$ cat config.mk
export PLATFORM = sky130hd
export DESIGN_NAME = mips_reloc_field_patch
export DESIGN_NICKNAME = d
export VERILOG_FILES = /design/src/rtl/mrfp_pkg.sv /design/src/rtl/mrfp_front.sv /design/src/rtl/mrfp_queue.sv /design/src/rtl/mrfp_back.sv /design/src/rtl/mips_reloc_field_patch.sv
export SDC_FILE = /design/constraint.sdc
export NUM_CORES = 1
export LEC_CHECK = 0
export ABC_CLOCK_PERIOD_IN_PS = 11100
export BUFFER_PORTS_ARGS = -buffer_cell sky130_fd_sc_hd__buf_2
export CORE_UTILIZATION = 45
export DETAILED_ROUTE_END_ITERATION = 10
export GPL_TIMING_DRIVEN = 0
export RECOVER_POWER = 25
export SETUP_SLACK_MARGIN = 0.02
export SYNTH_ARGS = -nofsm -noshare
export SYNTH_HDL_FRONTEND = slang
export SYNTH_SLANG_ARGS = --single-unit
$ cat constraint.sdc
create_clock -name i_clk -period 11.1 [get_ports i_clk]
set_clock_uncertainty 0.1 [all_clocks]
set_input_delay 0 -clock i_clk [delete_from_list [all_inputs] [get_ports i_clk]]
set_output_delay 0 -clock i_clk [all_outputs]
set_load 0.1 [all_outputs]
$ cat src/rtl/mrfp_pkg.sv
// ----------------------------------------------------------------------------
// mrfp_pkg
// Types and constants shared by the relocation field patch block.
// ----------------------------------------------------------------------------
`timescale 1ns / 1ps
`default_nettype none

package mrfp_pkg;

    // relocation kinds
    localparam logic [4:0] K_NONE          = 5'd0;
    localparam logic [4:0] K_ABS32         = 5'd1;
    localparam logic [4:0] K_PC32          = 5'd2;
    localparam logic [4:0] K_J26           = 5'd3;
    localparam logic [4:0] K_MM_J26        = 5'd4;
    localparam logic [4:0] K_HI16          = 5'd5;
    localparam logic [4:0] K_MM_HI16       = 5'd6;
    localparam logic [4:0] K_LO16          = 5'd7;
    localparam logic [4:0] K_MM_LO16       = 5'd8;
    localparam logic [4:0] K_GOT16         = 5'd9;
    localparam logic [4:0] K_MM_GOT16      = 5'd10;
    localparam logic [4:0] K_PC7           = 5'd11;
    localparam logic [4:0] K_PC10          = 5'd12;
    localparam logic [4:0] K_PC16          = 5'd13;
    localparam logic [4:0] K_PC23          = 5'd14;
    localparam logic [4:0] K_TPREL_HI16    = 5'd15;
    localparam logic [4:0] K_TPREL_LO16    = 5'd16;
    localparam logic [4:0] K_MM_TPREL_HI16 = 5'd17;
    localparam logic [4:0] K_MM_TPREL_LO16 = 5'd18;
    localparam logic [4:0] K_GPREL16       = 5'd19;
    localparam logic [4:0] K_GPREL32       = 5'd20;
    localparam logic [4:0] K_ABS32HI16     = 5'd21;
    localparam logic [4:0] K_GLOBAL_J26    = 5'd22;
    localparam logic [4:0] K_MM_GLOBAL_J26 = 5'd23;
    localparam logic [4:0] K_PLAIN_HI16    = 5'd24;
    localparam logic [4:0] K_PLAIN_LO16    = 5'd25;

    // result status codes
    localparam logic [2:0] ST_OK           = 3'd0;
    localparam logic [2:0] ST_UNHANDLED    = 3'd1;
    localparam logic [2:0] ST_BAD_BIT0     = 3'd2;
    localparam logic [2:0] ST_UNALIGNED    = 3'd3;
    localparam logic [2:0] ST_BAD_OPCODE   = 3'd4;
    localparam logic [2:0] ST_PC23_RANGE   = 3'd5;

    // jump opcodes
    localparam logic [5:0] OP_JAL          = 6'h03;
    localparam logic [5:0] OP_JALX         = 6'h1d;
    localparam logic [5:0] OP_MM_JAL       = 6'h3d;
    localparam logic [5:0] OP_MM_JALX      = 6'h3c;

    // rounding offset for the high halfword forms
    localparam logic [15:0] HI_ROUND       = 16'h8000;

    // how the back end places the computed value into the word
    typedef enum logic [3:0] {
        PL_KEEP,
        PL_FULL,
        PL_J26,
        PL_HI,
        PL_LO,
        PL_PC7,
        PL_PC10,
        PL_PC16,
        PL_PC23,
        PL_AHI
    } t_place;

    typedef struct packed {
        logic [4:0]         func;
        logic [31:0]        insn_word;
        logic [31:0]        place_address;
        logic [31:0]        target_address;
        logic signed [31:0] addend;
        logic               target_defined;
        logic               target_micro;
        logic               target_is_gp_disp;
    } t_in;

    typedef struct packed {
        logic [31:0] patched_word;
        logic [2:0]  status;
    } t_out;

    // classified record handed from front to back
    typedef struct packed {
        logic [31:0] word;
        logic [31:0] ins;
        logic [31:0] s_val;
        logic [31:0] y_val;
        logic [31:0] z_val;
        logic        sub_z;
        logic [15:0] k_val;
        t_place      place;
        logic        sh2;
        logic        swap;
        logic [2:0]  status;
    } t_job;

endpackage

`default_nettype wire

$ cat src/rtl/mrfp_front.sv
// ----------------------------------------------------------------------------
// mrfp_front
// Classifies a relocation request: halfword swap, cross-mode jump check and
// opcode rewrite, and the operand terms that the back end adds up.
// ----------------------------------------------------------------------------
`timescale 1ns / 1ps
`default_nettype none

module mrfp_front (
    input  mrfp_pkg::t_in  i_item,
    input  logic [31:0]    i_gp_address,
    output mrfp_pkg::t_job o_job
);
    import mrfp_pkg::*;

    logic [4:0]  kind;
    logic [31:0] word;
    logic [31:0] addr_a;
    logic [31:0] ins0;
    logic        tmic;
    logic        gpd;
    logic        swap;
    logic        cross_to_m;
    logic        cross_to_r;
    logic        cross_jmp;
    logic [5:0]  op;
    logic [5:0]  native_op;
    logic [5:0]  cross_op;
    logic [31:0] s_val;
    logic [31:0] p_plus4;
    logic [31:0] jmask;
    logic        sh2;

    assign kind   = i_item.func;
    assign word   = i_item.insn_word;
    assign addr_a = i_item.addend;
    assign tmic   = i_item.target_defined & i_item.target_micro;
    assign gpd    = i_item.target_is_gp_disp;

    // microMIPS kinds work on the halfword-swapped word
    always_comb begin
        case (kind) inside
            K_MM_J26, K_MM_HI16, K_MM_LO16, K_MM_GOT16, K_PC16, K_PC23,
            K_MM_TPREL_HI16, K_MM_TPREL_LO16, K_MM_GLOBAL_J26: swap = 1'b1;
            default: swap = 1'b0;
        endcase
    end

    assign ins0  = swap ? {word[15:0], word[31:16]} : word;
    assign s_val = i_item.target_address | {31'b0, tmic};

    // jumps between the two instruction sets
    assign cross_to_m = i_item.target_defined & tmic &
                        ((kind == K_J26) | (kind == K_GLOBAL_J26));
    assign cross_to_r = i_item.target_defined & ~tmic &
                        ((kind == K_MM_J26) | (kind == K_MM_GLOBAL_J26));
    assign cross_jmp  = cross_to_m | cross_to_r;
    assign op         = ins0[31:26];
    assign native_op  = cross_to_m ? OP_JAL  : OP_MM_JAL;
    assign cross_op   = cross_to_m ? OP_JALX : OP_MM_JALX;

    // jump field shift: word-aligned unless a microMIPS jump stays in mode
    assign sh2     = (kind == K_J26) | (kind == K_GLOBAL_J26) | cross_jmp;
    assign p_plus4 = i_item.place_address + 32'd4;
    assign jmask   = sh2 ? 32'hf000_0000 : 32'hf800_0000;

    // status, rewritten word and operand terms: r = s + y - z + k
    always_comb begin
        o_job.word   = word;
        o_job.ins    = ins0;
        o_job.status = ST_OK;
        if (cross_jmp) begin
            if (s_val[0] != cross_to_m) begin
                o_job.status = ST_BAD_BIT0;
            end else if (s_val[1]) begin
                o_job.status = ST_UNALIGNED;
            end else if ((op != native_op) && (op != cross_op)) begin
                o_job.status = ST_BAD_OPCODE;
            end else begin
                o_job.ins = {cross_op, ins0[25:0]};
            end
        end else if (kind > K_PLAIN_LO16) begin
            o_job.status = ST_UNHANDLED;
        end

        o_job.s_val = s_val;
        o_job.swap  = swap;
        o_job.sh2   = sh2;
        o_job.y_val = addr_a;
        o_job.z_val = i_item.place_address;
        o_job.sub_z = 1'b0;
        o_job.k_val = 16'h0000;
        o_job.place = PL_KEEP;
        case (kind)
            K_ABS32: begin
                o_job.place = PL_FULL;
            end
            K_PC32: begin
                o_job.sub_z = 1'b1;
                o_job.place = PL_FULL;
            end
            K_J26, K_MM_J26: begin
                o_job.y_val = addr_a | (p_plus4 & jmask);
                o_job.place = PL_J26;
            end
            K_HI16, K_MM_HI16: begin
                o_job.sub_z = gpd;
                o_job.k_val = HI_ROUND;
                o_job.place = PL_HI;
            end
            K_LO16: begin
                o_job.sub_z = gpd;
                o_job.k_val = gpd ? 16'd4 : 16'd0;
                o_job.place = PL_LO;
            end
            K_MM_LO16: begin
                o_job.sub_z = gpd;
                o_job.k_val = gpd ? 16'd3 : 16'd0;
                o_job.place = PL_LO;
            end
            K_GOT16, K_MM_GOT16: begin
                o_job.y_val = 32'h0;
                o_job.z_val = i_gp_address;
                o_job.sub_z = 1'b1;
                o_job.place = PL_LO;
            end
            K_PC7: begin
                o_job.y_val = {{24{addr_a[7]}}, addr_a[7:0]};
                o_job.sub_z = 1'b1;
                o_job.place = PL_PC7;
            end
            K_PC10: begin
                o_job.y_val = {{21{addr_a[10]}}, addr_a[10:0]};
                o_job.sub_z = 1'b1;
                o_job.place = PL_PC10;
            end
            K_PC16: begin
                o_job.y_val = {{15{addr_a[16]}}, addr_a[16:0]};
                o_job.sub_z = 1'b1;
                o_job.place = PL_PC16;
            end
            K_PC23: begin
                o_job.y_val = {{7{addr_a[24]}}, addr_a[24:0]};
                o_job.sub_z = 1'b1;
                o_job.place = PL_PC23;
            end
            K_TPREL_HI16, K_MM_TPREL_HI16: begin
                o_job.k_val = HI_ROUND;
                o_job.place = PL_HI;
            end
            K_TPREL_LO16, K_MM_TPREL_LO16: begin
                o_job.place = PL_LO;
            end
            K_GPREL16: begin
                o_job.y_val = {{16{addr_a[15]}}, addr_a[15:0]};
                o_job.z_val = i_gp_address;
                o_job.sub_z = 1'b1;
                o_job.place = PL_LO;
            end
            K_GPREL32: begin
                o_job.z_val = i_gp_address;
                o_job.sub_z = 1'b1;
                o_job.place = PL_FULL;
            end
            K_ABS32HI16: begin
                o_job.k_val = HI_ROUND;
                o_job.place = PL_AHI;
            end
            K_GLOBAL_J26, K_MM_GLOBAL_J26: begin
                o_job.y_val = sh2 ? {{4{addr_a[27]}}, addr_a[27:0]}
                                  : {{5{addr_a[26]}}, addr_a[26:0]};
                o_job.place = PL_J26;
            end
            K_PLAIN_HI16: begin
                o_job.y_val = 32'h0;
                o_job.k_val = HI_ROUND;
                o_job.place = PL_HI;
            end
            K_PLAIN_LO16: begin
                o_job.y_val = 32'h0;
                o_job.place = PL_LO;
            end
            default: begin
                o_job.place = PL_KEEP;
            end
        endcase
    end

endmodule

`default_nettype wire

$ cat src/rtl/mrfp_queue.sv
// ----------------------------------------------------------------------------
// mrfp_queue
// Short register queue of classified requests between front and back end.
// ----------------------------------------------------------------------------
`timescale 1ns / 1ps
`default_nettype none

module mrfp_queue #(
    parameter int DEPTH = 2
) (
    input  logic           i_clk,
    input  logic           i_rst_n,
    input  logic           i_push,
    input  mrfp_pkg::t_job i_data,
    output logic           o_full,
    output logic           o_valid,
    input  logic           i_pop,
    output mrfp_pkg::t_job o_data
);
    import mrfp_pkg::*;

    localparam int PW = (DEPTH > 1) ? $clog2(DEPTH) : 1;
    localparam int CW = $clog2(DEPTH + 1);

    t_job          r_mem [DEPTH];
    logic [PW-1:0] r_wr_ptr, n_wr_ptr;
    logic [PW-1:0] r_rd_ptr, n_rd_ptr;
    logic [CW-1:0] r_count,  n_count;
    logic          do_push;
    logic          do_pop;

    assign o_full  = (r_count == CW'(DEPTH));
    assign o_valid = (r_count != '0);
    assign o_data  = r_mem[r_rd_ptr];
    assign do_push = i_push & ~o_full;
    assign do_pop  = i_pop & o_valid;

    // pointer and count update
    always_comb begin
        n_wr_ptr = r_wr_ptr;
        n_rd_ptr = r_rd_ptr;
        n_count  = r_count;
        if (do_push) begin
            n_wr_ptr = (r_wr_ptr == PW'(DEPTH - 1)) ? '0 : r_wr_ptr + 1'b1;
        end
        if (do_pop) begin
            n_rd_ptr = (r_rd_ptr == PW'(DEPTH - 1)) ? '0 : r_rd_ptr + 1'b1;
        end
        if (do_push && !do_pop) begin
            n_count = r_count + 1'b1;
        end else if (do_pop && !do_push) begin
            n_count = r_count - 1'b1;
        end
    end

    always_ff @(posedge i_clk) begin
        if (!i_rst_n) begin
            r_wr_ptr <= '0;
            r_rd_ptr <= '0;
            r_count  <= '0;
        end else begin
            r_wr_ptr <= n_wr_ptr;
            r_rd_ptr <= n_rd_ptr;
            r_count  <= n_count;
        end
    end

    // storage, no reset
    always_ff @(posedge i_clk) begin
        if (do_push) begin
            r_mem[r_wr_ptr] <= i_data;
        end
    end

    // checks
    a_count_bound: assert property (@(posedge i_clk) disable iff (!i_rst_n)
        r_count <= CW'(DEPTH))
        else $error("queue count beyond depth");

    a_push_grows: assert property (@(posedge i_clk) disable iff (!i_rst_n)
        (do_push && !do_pop) |=> (r_count == $past(r_count) + 1'b1))
        else $error("queue count did not grow on push");

    a_pop_shrinks: assert property (@(posedge i_clk) disable iff (!i_rst_n)
        (do_pop && !do_push) |=> (r_count == $past(r_count) - 1'b1))
        else $error("queue count did not shrink on pop");

endmodule

`default_nettype wire

$ cat src/rtl/mrfp_back.sv
// ----------------------------------------------------------------------------
// mrfp_back
// Adds the operand terms, places the value into the word, checks the pc23
// range and holds the result in an output register.
// ----------------------------------------------------------------------------
`timescale 1ns / 1ps
`default_nettype none

module mrfp_back (
    input  logic           i_clk,
    input  logic           i_rst_n,
    input  mrfp_pkg::t_job i_job,
    input  logic           i_job_valid,
    output logic           o_job_take,
    output logic           o_empty,
    input  logic           i_pop,
    output mrfp_pkg::t_out o_result
);
    import mrfp_pkg::*;

    logic        r_out_valid;
    t_out        r_out;
    t_out        n_out;
    logic [31:0] z_term;
    logic [31:0] sum_r;
    logic [31:0] ins;
    logic [31:0] placed;
    logic        pc23_bad;
    logic [2:0]  status;

    assign o_empty    = ~r_out_valid;
    assign o_result   = r_out;
    assign o_job_take = i_job_valid & (~r_out_valid | i_pop);

    // r = s + y - z + k, subtraction as inverted term plus carry in
    assign z_term = i_job.sub_z ? ~i_job.z_val : 32'h0;
    assign sum_r  = i_job.s_val + i_job.y_val + z_term + {16'h0, i_job.k_val}
                  + {31'h0, i_job.sub_z};
    assign ins    = i_job.ins;

    // pc23 reach is a signed 25-bit range
    assign pc23_bad = (i_job.place == PL_PC23) &&
                      (sum_r[31:24] != 8'h00) && (sum_r[31:24] != 8'hff);

    // field placement
    always_comb begin
        case (i_job.place)
            PL_KEEP: placed = ins;
            PL_FULL: placed = sum_r;
            PL_J26:  placed = i_job.sh2 ? {ins[31:26], sum_r[27:2]}
                                        : {ins[31:26], sum_r[26:1]};
            PL_HI:   placed = {ins[31:16], sum_r[31:16]};
            PL_LO:   placed = {ins[31:16], sum_r[15:0]};
            PL_PC7:  placed = {ins[31:7], sum_r[7:1]};
            PL_PC10: placed = {ins[31:10], sum_r[10:1]};
            PL_PC16: placed = {ins[31:16], sum_r[16:1]};
            PL_PC23: placed = {ins[31:23], sum_r[24:2]};
            PL_AHI:  placed = {sum_r[31:16], 16'h0000};
            default: placed = ins;
        endcase
    end

    // final status and word, swapped back for microMIPS kinds
    always_comb begin
        status = i_job.status;
        if ((status == ST_OK) && pc23_bad) begin
            status = ST_PC23_RANGE;
        end
        n_out.status = status;
        if (status != ST_OK) begin
            n_out.patched_word = i_job.word;
        end else if (i_job.swap) begin
            n_out.patched_word = {placed[15:0], placed[31:16]};
        end else begin
            n_out.patched_word = placed;
        end
    end

    // output register
    always_ff @(posedge i_clk) begin
        if (!i_rst_n) begin
            r_out_valid <= 1'b0;
        end else if (o_job_take) begin
            r_out_valid <= 1'b1;
        end else if (i_pop) begin
            r_out_valid <= 1'b0;
        end
    end

    always_ff @(posedge i_clk) begin
        if (o_job_take) begin
            r_out <= n_out;
        end
    end

    // checks
    a_take_fills: assert property (@(posedge i_clk) disable iff (!i_rst_n)
        o_job_take |=> r_out_valid)
        else $error("result register empty after taking a request");

    a_no_take_when_blocked: assert property (@(posedge i_clk) disable iff (!i_rst_n)
        (r_out_valid && !i_pop) |-> !o_job_take)
        else $error("request taken over a waiting result");

    a_pop_clears: assert property (@(posedge i_clk) disable iff (!i_rst_n)
        (i_pop && r_out_valid && !o_job_take) |=> !r_out_valid)
        else $error("result register still full after pop");

endmodule

`default_nettype wire

$ cat src/rtl/mips_reloc_field_patch.sv
// ----------------------------------------------------------------------------
// mips_reloc_field_patch
// Patches one MIPS or microMIPS instruction word per relocation request.
// A pushed request is written into the queue, then passes the back-end adder
// into the output register, which drives the result ports.
// Throughput: one request per cycle while the result register is empty or popped.
// Reset: synchronous, active low; clears the queue, the result register and
// the global pointer register. No clearing pass.
// ----------------------------------------------------------------------------
`timescale 1ns / 1ps
`default_nettype none

module mips_reloc_field_patch #(
    parameter int QUEUE_DEPTH = 2
) (
    input  logic           i_clk,
    input  logic           i_rst_n,
    input  logic           push,
    output logic           full,
    input  mrfp_pkg::t_in  i_item,
    output logic           empty,
    input  logic           pop,
    output mrfp_pkg::t_out o_result,
    input  logic           i_cfg_wr_en,
    input  logic [31:0]    i_cfg_wr_data
);
    import mrfp_pkg::*;

    logic [31:0] r_gp_address;
    t_job        front_job;
    t_job        queue_job;
    logic        queue_valid;
    logic        back_take;

    // global pointer register
    always_ff @(posedge i_clk) begin
        if (!i_rst_n) begin
            r_gp_address <= 32'h0;
        end else if (i_cfg_wr_en) begin
            r_gp_address <= i_cfg_wr_data;
        end
    end

    // front end: classify the incoming request
    mrfp_front u_front (
        .i_item       (i_item),
        .i_gp_address (r_gp_address),
        .o_job        (front_job)
    );

    // decoupling queue
    mrfp_queue #(
        .DEPTH (QUEUE_DEPTH)
    ) u_queue (
        .i_clk   (i_clk),
        .i_rst_n (i_rst_n),
        .i_push  (push),
        .i_data  (front_job),
        .o_full  (full),
        .o_valid (queue_valid),
        .i_pop   (back_take),
        .o_data  (queue_job)
    );

    // back end: compute and hold the result
    mrfp_back u_back (
        .i_clk       (i_clk),
        .i_rst_n     (i_rst_n),
        .i_job       (queue_job),
        .i_job_valid (queue_valid),
        .o_job_take  (back_take),
        .o_empty     (empty),
        .i_pop       (pop),
        .o_result    (o_result)
    );

endmodule

`default_nettype wire
==> out/results.ini <==
[setup_path]
r2r-end = u_back.o_result[4]$_DFFE_PP_
r2r_cells = 23
reg2reg_slack_ns = 2.03
worst_setup_path_end_kind = flop
start_kind = flop
cp_max_fo = 10
timing_worst_setup_path_type = flop to flop
cp.arrival_ns = 9.29
critPathRequiredTime_ns = 11.32

[place]
port_buffers = 206
dp_slack_ns = 2.08
dp_hpwl_mm = 44.3
place_congestion = 0.930
dpl_cell_area_um2 = 23700

[global_routing]
grt_pass1_wl_mm = 91.9
antenna_found_initial = 1
grt_max_degree = 63
globalRouteOverflowTotal = 0
grtUsageTotal_pct = 24.5
grt_pass1_vias = 15892

[synth]
synthArstFlopShare_pct = 0
syn_area_per_cell_um2 = 12.5
ys.flop_type = edfxtp_1
yosysWarnings = 0
syn_nets = 2005
synth_edf_count = 381
syn_area_um2 = 21700
yosysUniqueCellTypes = 73
yosys_register_bits = 419
synth-seq-area-share_pct = 56.2
synthCells = 1738

[status]
violations = max-capacitance violations
status = complete, but fails checks

[sta]
fin_ws_ns = 2.03
fmax_ghz = 0.110
slew_headroom_pct = 2.53
finalCriticalPeriod_ns = 9.07
setup_viol = 0
final_hold_viol_count = 0
worst_pin_slew_ns = 1.43
finalSetupTns_ns = 0
maxSlewViolCount = 0
finalCritPeriodShare_pct = 81.7
hold_slack_ns = 0.0311
rsz0062_at_grt = false

[die]
coreArea_um2 = 47600
die-area_um2 = 49100
start_util_pct = 45.6
num_rows = 80
fp.dieW_um = 222
die_h_um = 222
io_pins = 210

[detailed_routing]
wl_mm = 60.8
antenna_left = 0
drc = 0
vias_per_cell = 5.48
wire_per_inst_um = 21.4
dr.pass1.iters = 7
num_vias = 15595
drt_iter0_markers = 1075

[finish]
stdcell_area_um2 = 27100
final_cell_mix = edfxtp_1 (381), mux2i_1 (220), dlygate4sd3_1 (189)
drive_above_1_share_pct = 12.6
layout_commonest_cell = edfxtp_1
final_nets = 2459
area_growth_pct = 24.7

[min_path]
whs_path_depth = 4
min_to = u_queue.r_mem[1][11]$_DFFE_PP_
hold_class = input port to flop
min_from = i_item[133]

[pwr]
power_mw = 8.75
p_leak_nw = 10.5
ir_drop_v = 0.000170
p_per_area_nw_per_um2 = 323

[job]
maxCapViolCount = 1

[cts]
clock_sinks = 419
cts-buffers-inserted = 47
root_buffer = clkbuf_16
cts_tree = done
cts_max_path_buffers = 3
clock_latency_ns = 0.58
cts-htree-levels = 2
clk_pin_slew_ns = 0.06

synth_stat cells (all sizes together), types with 38 or more instances:
cell    number  area share [%]
o21ai       53             1.2
mux2        55             2.9
a21oi       78             1.8
dfxtp       38             3.5
nor2b       42             1.2
clkbuf      58             1.0
ha          58             3.3
edfxtp     381              53
nand2      154             2.7
nor2        78             1.3
mux2i      220              10
inv         78             1.3
worst max-delay path by stage:
stage	cells after the start	from	slack (ns)	to
global route	24	flop	1.66	u_back.o_result[29]$_DFFE_PP_
global placement	3	u_queue.r_count[0]$_SDFFE_PN0P_	-2.27	u_queue.r_mem[0][168]$_DFFE_PP_
CTS	24	flop	2.05	u_back.o_result[23]$_DFFE_PP_
finish	23	flop	2.03	u_back.o_result[4]$_DFFE_PP_
detailed placement	24	flop	2.08	u_back.o_result[23]$_DFFE_PP_
floorplan	3	u_queue.r_count[0]$_SDFFE_PN0P_	2.47	u_queue.r_mem[0][0]$_DFFE_PP_
cells by family after synthesis:
| kind of cell | synth area share, % |
|---|---|
| compound gates | 9.91 |
| flops | 56.2 |
| xor+xnor | 1.45 |
| fa+ha+maj | 6.66 |
| mux | 13.0 |
| simple gates | 9.81 |
| buf+inv | 2.93 |
cell type report:
| cell class | instances | area [um2] |
|---|---|---|
| antenna | 1 | 2.50 |
| inverter | 78 | 293 |
| timing repair buffer | 405 | 3030 |
| fill | 3994 | 20600 |
| sequential | 419 | 12200 |
| buffer | 84 | 343 |
| multi-input combinational | 1157 | 8880 |
| clock buffer | 63 | 1310 |
| clock inverter | 22 | 230 |
| tap | 615 | 769 |
repair_timing:
| action | in CTS | in global routing |
|---|---|---|
| setup buffers | 0 | 0 |
| gates resized for setup | 0 | 0 |
| endpoints found under the hold margin | 401 | 0 |
| hold buffers | 189 | 0 |
| setup endpoints to repair | 0 | 0 |
metal layers:
metal  up-vias  part of all wire (%)  global-route usage, %
met4         0                   3.3                   9.88
li1       7432                     -                      -
met2       449                    49                   41.4
met5         -                     0                      0
met1      7622                    43                   32.2
met3        92                   4.6                   2.92
report_power, final:
group / total (mW) / internal, mW / switching [mW]
Sequential: 2.14 / 2.06 / 0.0721
Clock: 1.56 / 0.923 / 0.634
Combinational: 5.05 / 1.56 / 3.49
state kept, by name, indices dropped and copies added (netlist names), named ones only:
register / flops
u_queue.r_rd_ptr: 1
u_queue.r_wr_ptr: 1
u_queue.r_mem: 346
u_back.o_result: 35
r_gp_address: 32
u_back.r_out_valid: 1
u_queue.r_count: 2
worst max-delay path, stage by stage, from the launching register on:
cell and delay, ns:
dfxtp_1 0.40, clkbuf_1 0.56, buf_2 0.36, buf_2 0.36
buf_2 0.45, clkbuf_1 0.79, clkbuf_1 0.65, mux2i_1 0.46
fa_1 0.51, fa_1 0.37, inv_1 0.06, ha_1 0.17
inv_1 0.07, fa_1 0.46, nor2b_1 0.17, o2111ai_1 0.22
nand2_1 0.22, a21oi_2 0.15, o311a_1 0.40, xnor2_1 0.30
a2111oi_0 1.16, a21oi_1 0.14, mux2i_1 0.20, mux2i_1 0.09
stage by stage:
stage          std cells  util (%)
6_report            2844      56.8
5_1_grt             2844      56.8
4_1_cts             2843      57.0
3_5_place_dp        2569      49.8
3_3_place_gp        2559      49.3
2_1_floorplan       1738         -
(Power assumes the default switching activity.)
